===== src/hw/rtl/ctd_pkg.sv =====
// ----------------------------------------------------------------------------
// ctd_pkg
// Shared widths, constants, types and helper functions for the calendar
// time difference block.
// ----------------------------------------------------------------------------
package ctd_pkg;

    // Field widths
    localparam int unsigned YearW   = 6;
    localparam int unsigned MonthW  = 4;
    localparam int unsigned DayW    = 5;
    localparam int unsigned HourW   = 5;
    localparam int unsigned MinuteW = 6;
    localparam int unsigned ResultW = 16;

    // Day count of one stamp: at most 22645 + 426 + 31
    localparam int unsigned DaysW   = 15;
    // Signed width of the day-count difference
    localparam int unsigned DdW     = DaysW + 1;
    // Signed width that holds a full minute difference
    localparam int unsigned DeltaW  = 27;
    // Signed width of the hour and minute differences
    localparam int unsigned DhW     = HourW + 1;
    localparam int unsigned DmW     = MinuteW + 1;
    // Signed width of the minute-of-day difference (+/- 1923)
    localparam int unsigned RemW    = 12;

    localparam int unsigned MinPerDay  = 1440;
    localparam int unsigned MinPerHour = 60;
    localparam int unsigned HourPerDay = 24;
    localparam int unsigned DaysPerYr  = 365;
    localparam int unsigned SatMax     = 32'h7fff;

    // Days of all months before the given one, common year.
    // Months past December count 30 days each.
    localparam logic [8:0] MonthPrefix [16] = '{
        9'd0,   9'd0,   9'd31,  9'd59,  9'd90,  9'd120, 9'd151, 9'd181,
        9'd212, 9'd243, 9'd273, 9'd304, 9'd334, 9'd365, 9'd395, 9'd425
    };

    // Date part of one stamp
    typedef struct packed {
        logic [YearW-1:0]  year;
        logic [MonthW-1:0] month;
        logic [DayW-1:0]   day;
    } t_date;

    // Clamp a non-negative value to the largest positive result
    function automatic logic [ResultW-1:0] sat_result(input logic signed [DeltaW-1:0] v);
        logic [ResultW-1:0] res;
        if (v > $signed(DeltaW'(SatMax))) begin
            res = ResultW'(SatMax);
        end else begin
            res = v[ResultW-1:0];
        end
        return res;
    endfunction

endpackage


===== src/hw/rtl/ctd_in_if.sv =====
// ----------------------------------------------------------------------------
// ctd_in_if
// Query channel: two calendar stamps and the requested unit.
// ----------------------------------------------------------------------------
interface ctd_in_if;
    logic                         valid;
    logic                         ready;
    logic [ctd_pkg::YearW-1:0]    end_year;
    logic [ctd_pkg::MonthW-1:0]   end_month;
    logic [ctd_pkg::DayW-1:0]     end_day;
    logic [ctd_pkg::HourW-1:0]    end_hour;
    logic [ctd_pkg::MinuteW-1:0]  end_minute;
    logic [ctd_pkg::YearW-1:0]    start_year;
    logic [ctd_pkg::MonthW-1:0]   start_month;
    logic [ctd_pkg::DayW-1:0]     start_day;
    logic [ctd_pkg::HourW-1:0]    start_hour;
    logic [ctd_pkg::MinuteW-1:0]  start_minute;
    logic                         ask_hours;
    logic                         ask_minutes;

    modport source (
        output valid, end_year, end_month, end_day, end_hour, end_minute,
               start_year, start_month, start_day, start_hour, start_minute,
               ask_hours, ask_minutes,
        input  ready
    );
    modport sink (
        input  valid, end_year, end_month, end_day, end_hour, end_minute,
               start_year, start_month, start_day, start_hour, start_minute,
               ask_hours, ask_minutes,
        output ready
    );
endinterface


===== src/hw/rtl/ctd_out_if.sv =====
// ----------------------------------------------------------------------------
// ctd_out_if
// Result channel: time left in the requested unit, or -1.
// ----------------------------------------------------------------------------
interface ctd_out_if;
    logic                               valid;
    logic                               ready;
    logic signed [ctd_pkg::ResultW-1:0] time_left;

    modport source (output valid, time_left, input ready);
    modport sink (input valid, time_left, output ready);
endinterface


===== src/hw/rtl/ctd_stamp_days.sv =====
// ----------------------------------------------------------------------------
// ctd_stamp_days
// Day number of one calendar stamp: whole years, months before the
// stamp's month (leap February when year mod 4 is 0) and the day.
// ----------------------------------------------------------------------------
module ctd_stamp_days (
    input  ctd_pkg::t_date                 i_date,
    output logic [ctd_pkg::DaysW-1:0]      o_days
);

    logic [ctd_pkg::YearW-1:0] w_ym1;
    logic [ctd_pkg::DaysW-1:0] w_year_days;
    logic [ctd_pkg::DaysW-1:0] w_month_days;
    logic                      w_leap_add;

    // Days of complete years before this one
    always_comb begin
        w_ym1 = i_date.year - ctd_pkg::YearW'(1);
        if (i_date.year == '0) begin
            w_year_days = '0;
        end else begin
            w_year_days = ctd_pkg::DaysW'(w_ym1) * ctd_pkg::DaysW'(ctd_pkg::DaysPerYr)
                        + ctd_pkg::DaysW'(w_ym1 >> 2);
        end
    end

    // Months before this one, plus the leap day once February is past
    assign w_leap_add   = (i_date.year[1:0] == 2'b00) && (i_date.month >= ctd_pkg::MonthW'(3));
    assign w_month_days = ctd_pkg::DaysW'(ctd_pkg::MonthPrefix[i_date.month])
                        + ctd_pkg::DaysW'(w_leap_add);

    assign o_days = w_year_days + w_month_days + ctd_pkg::DaysW'(i_date.day);

endmodule


===== src/hw/rtl/calendar_time_difference_top.sv =====
// ----------------------------------------------------------------------------
// calendar_time_difference_top
// Time from a start stamp to an end stamp, in hours, minutes or days.
// ----------------------------------------------------------------------------
// Pipeline: input register, day-count register, result register; a query's
//   result is valid once it has passed through all three.
// Throughput: one query per cycle; stalls only when the result register is
//   full and not taken, with backpressure rippling through the three stages.
// Reset: synchronous, active low; clears the stage valid flags only.
// ----------------------------------------------------------------------------
module calendar_time_difference_top (
    input  logic        i_clk,
    input  logic        i_rst_n,
    ctd_in_if.sink      i_in,
    ctd_out_if.source   o_out
);

    // Stage advance: a stage loads when it is empty or its content moves on
    logic w_adv1;
    logic w_adv2;
    logic w_adv3;

    logic r_v1;
    logic r_v2;
    logic r_v3;

    assign w_adv3     = !r_v3 || o_out.ready;
    assign w_adv2     = !r_v2 || w_adv3;
    assign w_adv1     = !r_v1 || w_adv2;
    assign i_in.ready = w_adv1;

    // Stage 1: input register
    ctd_pkg::t_date                  r_end_date;
    ctd_pkg::t_date                  r_start_date;
    logic [ctd_pkg::HourW-1:0]       r1_end_hour;
    logic [ctd_pkg::HourW-1:0]       r1_start_hour;
    logic [ctd_pkg::MinuteW-1:0]     r1_end_min;
    logic [ctd_pkg::MinuteW-1:0]     r1_start_min;
    logic                            r1_ask_hours;
    logic                            r1_ask_minutes;

    always_ff @(posedge i_clk) begin
        if (w_adv1 && i_in.valid) begin
            r_end_date     <= '{year: i_in.end_year, month: i_in.end_month,
                                day: i_in.end_day};
            r_start_date   <= '{year: i_in.start_year, month: i_in.start_month,
                                day: i_in.start_day};
            r1_end_hour    <= i_in.end_hour;
            r1_start_hour  <= i_in.start_hour;
            r1_end_min     <= i_in.end_minute;
            r1_start_min   <= i_in.start_minute;
            r1_ask_hours   <= i_in.ask_hours;
            r1_ask_minutes <= i_in.ask_minutes;
        end
    end

    // Day numbers of both stamps
    logic [ctd_pkg::DaysW-1:0] w_end_days;
    logic [ctd_pkg::DaysW-1:0] w_start_days;

    ctd_stamp_days u_end_days (
        .i_date (r_end_date),
        .o_days (w_end_days)
    );

    ctd_stamp_days u_start_days (
        .i_date (r_start_date),
        .o_days (w_start_days)
    );

    // Hour and minute differences
    logic signed [ctd_pkg::DhW-1:0] w_dh;
    logic signed [ctd_pkg::DmW-1:0] w_dm;

    assign w_dh = $signed({1'b0, r1_end_hour}) - $signed({1'b0, r1_start_hour});
    assign w_dm = $signed({1'b0, r1_end_min}) - $signed({1'b0, r1_start_min});

    // Stage 2: day counts and time-of-day differences
    logic [ctd_pkg::DaysW-1:0]       r_end_days;
    logic [ctd_pkg::DaysW-1:0]       r_start_days;
    logic signed [ctd_pkg::DhW-1:0]  r_dh;
    logic signed [ctd_pkg::DmW-1:0]  r_dm;
    logic                            r2_ask_hours;
    logic                            r2_ask_minutes;

    always_ff @(posedge i_clk) begin
        if (w_adv2 && r_v1) begin
            r_end_days     <= w_end_days;
            r_start_days   <= w_start_days;
            r_dh           <= w_dh;
            r_dm           <= w_dm;
            r2_ask_hours   <= r1_ask_hours;
            r2_ask_minutes <= r1_ask_minutes;
        end
    end

    // Difference in minutes and the unit conversions.
    // Division by 60 and 1440 splits into day, hour and minute parts; the
    // floor of the small remainder part is found by compares.
    logic signed [ctd_pkg::DdW-1:0]       w_dd;
    logic signed [ctd_pkg::DeltaW-1:0]    w_dd_x;
    logic signed [ctd_pkg::DeltaW-1:0]    w_dh_x;
    logic signed [ctd_pkg::DeltaW-1:0]    w_dm_x;
    logic signed [ctd_pkg::RemW-1:0]      w_rem;
    logic signed [2:0]                    w_fl_h;
    logic signed [2:0]                    w_fl_d;
    logic signed [ctd_pkg::DeltaW-1:0]    w_delta;
    logic signed [ctd_pkg::DeltaW-1:0]    w_hours;
    logic signed [ctd_pkg::DeltaW-1:0]    w_days;
    logic [ctd_pkg::ResultW-1:0]          w_result;

    always_comb begin
        w_dd   = $signed({1'b0, r_end_days}) - $signed({1'b0, r_start_days});
        w_dd_x = $signed({{(ctd_pkg::DeltaW - ctd_pkg::DdW){w_dd[ctd_pkg::DdW-1]}}, w_dd});
        w_dh_x = $signed({{(ctd_pkg::DeltaW - ctd_pkg::DhW){r_dh[ctd_pkg::DhW-1]}}, r_dh});
        w_dm_x = $signed({{(ctd_pkg::DeltaW - ctd_pkg::DmW){r_dm[ctd_pkg::DmW-1]}}, r_dm});

        w_delta = w_dd_x * $signed(ctd_pkg::DeltaW'(ctd_pkg::MinPerDay))
                + w_dh_x * $signed(ctd_pkg::DeltaW'(ctd_pkg::MinPerHour))
                + w_dm_x;

        // Minute-of-day difference
        w_rem = $signed({{(ctd_pkg::RemW - ctd_pkg::DhW){r_dh[ctd_pkg::DhW-1]}}, r_dh})
              * $signed(ctd_pkg::RemW'(ctd_pkg::MinPerHour))
              + $signed({{(ctd_pkg::RemW - ctd_pkg::DmW){r_dm[ctd_pkg::DmW-1]}}, r_dm});

        // floor(minute difference / 60)
        if (r_dm < -$signed(ctd_pkg::DmW'(ctd_pkg::MinPerHour))) begin
            w_fl_h = -3'sd2;
        end else if (r_dm < 0) begin
            w_fl_h = -3'sd1;
        end else if (r_dm >= $signed(ctd_pkg::DmW'(ctd_pkg::MinPerHour))) begin
            w_fl_h = 3'sd1;
        end else begin
            w_fl_h = 3'sd0;
        end

        // floor(minute-of-day difference / 1440)
        if (w_rem < -$signed(ctd_pkg::RemW'(ctd_pkg::MinPerDay))) begin
            w_fl_d = -3'sd2;
        end else if (w_rem < 0) begin
            w_fl_d = -3'sd1;
        end else if (w_rem >= $signed(ctd_pkg::RemW'(ctd_pkg::MinPerDay))) begin
            w_fl_d = 3'sd1;
        end else begin
            w_fl_d = 3'sd0;
        end

        w_hours = w_dd_x * $signed(ctd_pkg::DeltaW'(ctd_pkg::HourPerDay)) + w_dh_x
                + $signed({{(ctd_pkg::DeltaW - 3){w_fl_h[2]}}, w_fl_h});
        w_days  = w_dd_x + $signed({{(ctd_pkg::DeltaW - 3){w_fl_d[2]}}, w_fl_d});

        // Unit select and saturation; end before start gives -1
        if (w_delta < 0) begin
            w_result = '1;
        end else if (r2_ask_hours) begin
            w_result = ctd_pkg::sat_result(w_hours);
        end else if (r2_ask_minutes) begin
            w_result = ctd_pkg::sat_result(w_delta);
        end else begin
            w_result = ctd_pkg::sat_result(w_days);
        end
    end

    // Stage 3: result register
    logic [ctd_pkg::ResultW-1:0] r_result;

    always_ff @(posedge i_clk) begin
        if (w_adv3 && r_v2) begin
            r_result <= w_result;
        end
    end

    assign o_out.valid     = r_v3;
    assign o_out.time_left = $signed(r_result);

    // Stage valid flags
    always_ff @(posedge i_clk) begin
        if (!i_rst_n) begin
            r_v1 <= 1'b0;
            r_v2 <= 1'b0;
            r_v3 <= 1'b0;
        end else begin
            if (w_adv1) begin
                r_v1 <= i_in.valid;
            end
            if (w_adv2) begin
                r_v2 <= r_v1;
            end
            if (w_adv3) begin
                r_v3 <= r_v2;
            end
        end
    end

endmodule

===== src/flat_wrapper.sv =====
// flat-port wrapper written by rule: the top's interface ports become plain ports
module calendar_time_difference_top_flat 
  (i_clk, i_rst_n, i_in_valid, i_in_end_year, i_in_end_month, i_in_end_day, i_in_end_hour, i_in_end_minute, i_in_start_year, i_in_start_month, i_in_start_day, i_in_start_hour, i_in_start_minute, i_in_ask_hours, i_in_ask_minutes, i_in_ready, o_out_valid, o_out_time_left, o_out_ready);
  ctd_in_if i_in_i ();
  ctd_out_if o_out_i ();
  input  logic i_clk;
  input  logic i_rst_n;
  input wire logic [$bits(i_in_i.valid)-1:0] i_in_valid;
  input wire logic [$bits(i_in_i.end_year)-1:0] i_in_end_year;
  input wire logic [$bits(i_in_i.end_month)-1:0] i_in_end_month;
  input wire logic [$bits(i_in_i.end_day)-1:0] i_in_end_day;
  input wire logic [$bits(i_in_i.end_hour)-1:0] i_in_end_hour;
  input wire logic [$bits(i_in_i.end_minute)-1:0] i_in_end_minute;
  input wire logic [$bits(i_in_i.start_year)-1:0] i_in_start_year;
  input wire logic [$bits(i_in_i.start_month)-1:0] i_in_start_month;
  input wire logic [$bits(i_in_i.start_day)-1:0] i_in_start_day;
  input wire logic [$bits(i_in_i.start_hour)-1:0] i_in_start_hour;
  input wire logic [$bits(i_in_i.start_minute)-1:0] i_in_start_minute;
  input wire logic [$bits(i_in_i.ask_hours)-1:0] i_in_ask_hours;
  input wire logic [$bits(i_in_i.ask_minutes)-1:0] i_in_ask_minutes;
  output wire logic [$bits(i_in_i.ready)-1:0] i_in_ready;
  output wire logic [$bits(o_out_i.valid)-1:0] o_out_valid;
  output wire logic [$bits(o_out_i.time_left)-1:0] o_out_time_left;
  input wire logic [$bits(o_out_i.ready)-1:0] o_out_ready;
  assign i_in_i.valid = i_in_valid;
  assign i_in_i.end_year = i_in_end_year;
  assign i_in_i.end_month = i_in_end_month;
  assign i_in_i.end_day = i_in_end_day;
  assign i_in_i.end_hour = i_in_end_hour;
  assign i_in_i.end_minute = i_in_end_minute;
  assign i_in_i.start_year = i_in_start_year;
  assign i_in_i.start_month = i_in_start_month;
  assign i_in_i.start_day = i_in_start_day;
  assign i_in_i.start_hour = i_in_start_hour;
  assign i_in_i.start_minute = i_in_start_minute;
  assign i_in_i.ask_hours = i_in_ask_hours;
  assign i_in_i.ask_minutes = i_in_ask_minutes;
  assign i_in_ready = i_in_i.ready;
  assign o_out_valid = o_out_i.valid;
  assign o_out_time_left = o_out_i.time_left;
  assign o_out_i.ready = o_out_ready;
  calendar_time_difference_top u_core (.i_clk(i_clk), .i_rst_n(i_rst_n), .i_in(i_in_i), .o_out(o_out_i));
endmodule

===== config.mk =====
export PLATFORM = sky130hd
export DESIGN_NAME = calendar_time_difference_top_flat
export DESIGN_NICKNAME = d
export VERILOG_FILES = /design/src/hw/rtl/ctd_pkg.sv /design/src/hw/rtl/ctd_in_if.sv /design/src/hw/rtl/ctd_out_if.sv /design/src/hw/rtl/ctd_stamp_days.sv /design/src/hw/rtl/calendar_time_difference_top.sv /design/src/flat_wrapper.sv
export SDC_FILE = /design/constraint.sdc
export NUM_CORES = 1
export LEC_CHECK = 0
export ABC_CLOCK_PERIOD_IN_PS = 14290
export BUFFER_PORTS_ARGS = -buffer_cell sky130_fd_sc_hd__buf_2
export CORE_MARGIN = 4
export CORE_UTILIZATION = 55
export DETAILED_ROUTE_END_ITERATION = 8
export PLACE_DENSITY = 0.72
export SKIP_CTS_REPAIR_TIMING = 1
export SYNTH_ARGS = -nofsm -noshare
export SYNTH_HDL_FRONTEND = slang
export SYNTH_SLANG_ARGS = --single-unit

===== constraint.sdc =====
create_clock -name i_clk -period 14.29 [get_ports i_clk]
set_input_delay 0.7145 -clock i_clk [delete_from_list [all_inputs] [get_ports i_clk]]
set_output_delay 0.7145 -clock i_clk [all_outputs]
set_load 0.03 [all_outputs]

==> flow_metrics.env <==
export IMPL_grt_pass1_vias=13700
export IMPL_row_count=64
export IMPL_cp_arrival_ps=8970
export IMPL_setup_ws_ps=5490
export IMPL_hold_viol_final=0
export IMPL_synth_adder_area_share=0.349
export IMPL_grt_max_degree=55
export IMPL_synth_compound_area_frac=0.166
export IMPL_io_buffer_count=75
export IMPL_post_route_period_util=0.616
export IMPL_vias_per_cell=5.62
export IMPL_hold_path_cell_count=0
export IMPL_min_to="u_core.r2_ask_hours$_DFFE_PP_"
export IMPL_cpMostUsedCell="ha_1"
export IMPL_drive_gt1_frac=0.0688
export IMPL_grt_pass1_wl_mm=62.6
export IMPL_start_util=0.564
export IMPL_synthCells=1920
export IMPL_ys_ff_latch=118
export IMPL_met2_usage=0.386
export IMPL_synth_edf_count=115
export IMPL_syn_area_per_cell_um2=9.08
export IMPL_grt_util_met3=0.0324
export IMPL_die_w_um=186
export IMPL_worst_path_max_fanout=15
export IMPL_max_freq_mhz=114
export IMPL_setup_viol=0
export IMPL_cts_root_buffer="clkbuf_16"
export IMPL_fin_tns_setup_ps=0
export IMPL_holdCritPathClass="flip-flop to flip-flop"
export IMPL_fin_nets=2489
export IMPL_synthXorXnorAreaFrac=0.0866
export IMPL_cp_required_ps=14460
export IMPL_cts_buffer_depth=2
export IMPL_cts_made_buffers=17
export IMPL_globalRouteOverflowTotal=0
export IMPL_busiest_layer="met2"
export IMPL_r2r_end="u_core.o_out.time_left[4]$_SDFFCE_PN1P_"
export IMPL_synth_top_family_by_area="adder cells"
export IMPL_antenna_found_initial=0
export IMPL_htreeDepth=4
export IMPL_period_minus_slack_ps=8800
export IMPL_rr_worst_depth=33
export IMPL_critPathCaptureType="flip-flop"
export IMPL_async_flop_share=0
export IMPL_cp_start_kind="flip-flop"
export IMPL_ys_flop_type="edfxtp_1"
export IMPL_gp_congestion=0.900
export IMPL_core_um2=30900
export IMPL_critPathKind="flip-flop to flip-flop"
export IMPL_drtIter0Drc=613
export IMPL_slew_headroom=0.288
export IMPL_dp_hpwl_mm=30.7
export IMPL_max_stage_delay_ps=540
export IMPL_wirelength_mm=36.9
export IMPL_area_delta_synth_final_pct=8.31
export IMPL_drtPass1Iterations=5
export IMPL_yosysUniqueCellTypes=82
export IMPL_wire_per_inst_um=15.3
export IMPL_ant_nets=0
export IMPL_regToRegStartpoint="u_core.r_end_days[0]$_DFFE_PP_"
export IMPL_dieArea_um2=34600
export IMPL_tightest_slew_ps=1070
export IMPL_synth_nets=2402
export IMPL_hold_path_startpoint="u_core.r1_ask_hours$_DFFE_PP_"
export IMPL_yosysSeqAreaShare=0.201
export IMPL_outcome="finished clean"
export IMPL_synthesis_area_um2=17400
export IMPL_synth_simple_area_share=0.118
export IMPL_reg2reg_slack_ps=5490
export IMPL_rsz0062_at_grt="false"
export IMPL_fp_dieH_um=186
export IMPL_cts_num_sinks=118
export IMPL_clk_latency_ps=440
export IMPL_cts_clk_slew_worst_paths_ps=70
export IMPL_slew_viol_final=0
export IMPL_diodes=0
export IMPL_gr_usage_all_layers=0.220
export IMPL_crit_slowest_cell="fa_1"
export IMPL_synthMuxAreaShare=0.00954
export IMPL_pre_cts_slack_ps=5590
export IMPL_yosysWarningCount=0
export IMPL_drc=0
export IMPL_use_met1=0.287
export IMPL_fin_util=0.611
export IMPL_pin_count=76
export IMPL_vias=13600
export IMPL_cts_tree="done"
export IMPL_drv_cap=0
export IMPL_skew_ps=16.1
export IMPL_holdWs_ps=400
how the worst max path moves through the flow:
stage,cells past startpoint,slack (ps),to,from
final,33,5490,u_core.o_out.time_left[4]$_SDFFCE_PN1P_,u_core.r_end_days[0]$_DFFE_PP_
after global routing,33,4930,u_core.o_out.time_left[4]$_SDFFCE_PN1P_,u_core.r_end_days[0]$_DFFE_PP_
after CTS,33,5580,u_core.o_out.time_left[4]$_SDFFCE_PN1P_,u_core.r_end_days[0]$_DFFE_PP_
after detailed placement,33,5590,u_core.o_out.time_left[4]$_SDFFCE_PN1P_,u_core.r_end_days[0]$_DFFE_PP_
after global placement,33,5690,u_core.o_out.time_left[7]$_SDFFCE_PN1P_,u_core.r_end_days[0]$_DFFE_PP_
after floorplan,34,6540,u_core.o_out.time_left[5]$_SDFFCE_PN1P_,u_core.r_end_days[0]$_DFFE_PP_
placed cells by master, fill, tap and decap left out, types with 5 or more instances in the layout:
cell type / instances
or3_1: 9
o21a_1: 25
o31a_1: 6
o21ai_1: 6
o211ai_1: 10
o21ai_0: 110
a211oi_1: 15
a31oi_1: 20
mux2i_1: 11
o41ai_1: 5
buf_2: 75
nand2_1: 81
o2111ai_1: 6
inv_1: 306
nand2b_1: 29
nand3_1: 27
xnor2_1: 117
buf_4: 7
nor2_1: 122
nand3b_1: 6
a21boi_0: 12
o311ai_0: 6
nor3_1: 42
nand4_1: 11
and3_1: 16
nor3b_1: 7
nor4_1: 5
nor2b_1: 38
a21oi_1: 130
edfxtp_1: 115
and2_1: 5
ha_1: 320
o21bai_1: 21
xor2_1: 51
clkbuf_16: 17
fa_1: 104
or2_2: 7
a21o_1: 43
flip-flops by register name, summed over array words and instances (netlist names), 5 cells and up:
name / flops
u_core.r1_end_hour: 5
u_core.r1_end_min: 6
u_core.r1_start_min: 6
u_core.r_start_date: 15
u_core.r_end_date: 15
u_core.r_dm: 7
u_core.r1_start_hour: 5
u_core.r_end_days: 15
u_core.o_out.time_left: 16
u_core.r_dh: 6
u_core.r_start_days: 15
synthesized netlist by cell type (all sizes together) (11+ instances only):
| cell | number | share of area |
|---|---|---|
| a211oi | 15 | 0.0065 |
| a21boi | 14 | 0.0060 |
| a21o | 43 | 0.019 |
| a21oi | 130 | 0.037 |
| a31oi | 21 | 0.0075 |
| and3 | 16 | 0.0057 |
| edfxtp | 115 | 0.20 |
| fa | 104 | 0.12 |
| ha | 320 | 0.23 |
| inv | 307 | 0.066 |
| mux2i | 11 | 0.0063 |
| nand2 | 81 | 0.017 |
| nand2b | 29 | 0.010 |
| nand3 | 27 | 0.0077 |
| nand4 | 11 | 0.0039 |
| nor2 | 122 | 0.026 |
| nor2b | 38 | 0.014 |
| nor3 | 43 | 0.013 |
| o21a | 25 | 0.011 |
| o21ai | 118 | 0.034 |
| o21bai | 21 | 0.0090 |
| xnor2 | 117 | 0.059 |
| xor2 | 52 | 0.027 |
critical path, delay by kind of cell, from the launching register on:
family | cells | cell delay (ps)
AO/OA/AOI/OAI | 14 | 3370
XOR/XNOR | 2 | 530
adder cells (fa/ha/maj) | 9 | 3410
buffers and inverters | 4 | 200
flip-flops | 1 | 360
AND/OR/NAND/NOR | 4 | 670
final cells by class:
| type | count | area (µm²) |
|---|---|---|
| multi-input combinational | 1481 | 12700 |
| sequential | 118 | 3510 |
| clock inverter | 12 | 119 |
| clock buffer | 20 | 457 |
| fill | 2672 | 12000 |
| inverter | 307 | 1150 |
| tap | 396 | 495 |
| timing repair buffer | 82 | 428 |
logic make-up (layout without fill, tap and decap cells):
logic type | after synthesis | after routing
DFF | 118 | 118
muxes | 15 | 15
adders and majority gates | 424 | 424
xor gates and xnor gates | 170 | 170
AOI/OAI and AO/OA | 456 | 456
and+or+nand+nor | 416 | 416
buffers and inverters | 321 | 421
metrics by stage:
step	area [µm²]	std cells
6_report	18900	2416
5_1_grt	18900	2416
4_1_cts	18900	2416
3_5_place_dp	18300	2384
3_3_place_gp	18300	2384
2_1_floorplan	17400	1920
layer usage:
layer  vias to the layer above  wire length (µm)
met5                         -                 0
met4                         0               718
met3                        53              1380
met2                       243             17700
met1                      6407             17100
li1                       6881                 -
Power is left out: the tool's default activity adds up to more than one toggle a clock period on the data nets, which glitch-free logic cannot reach.
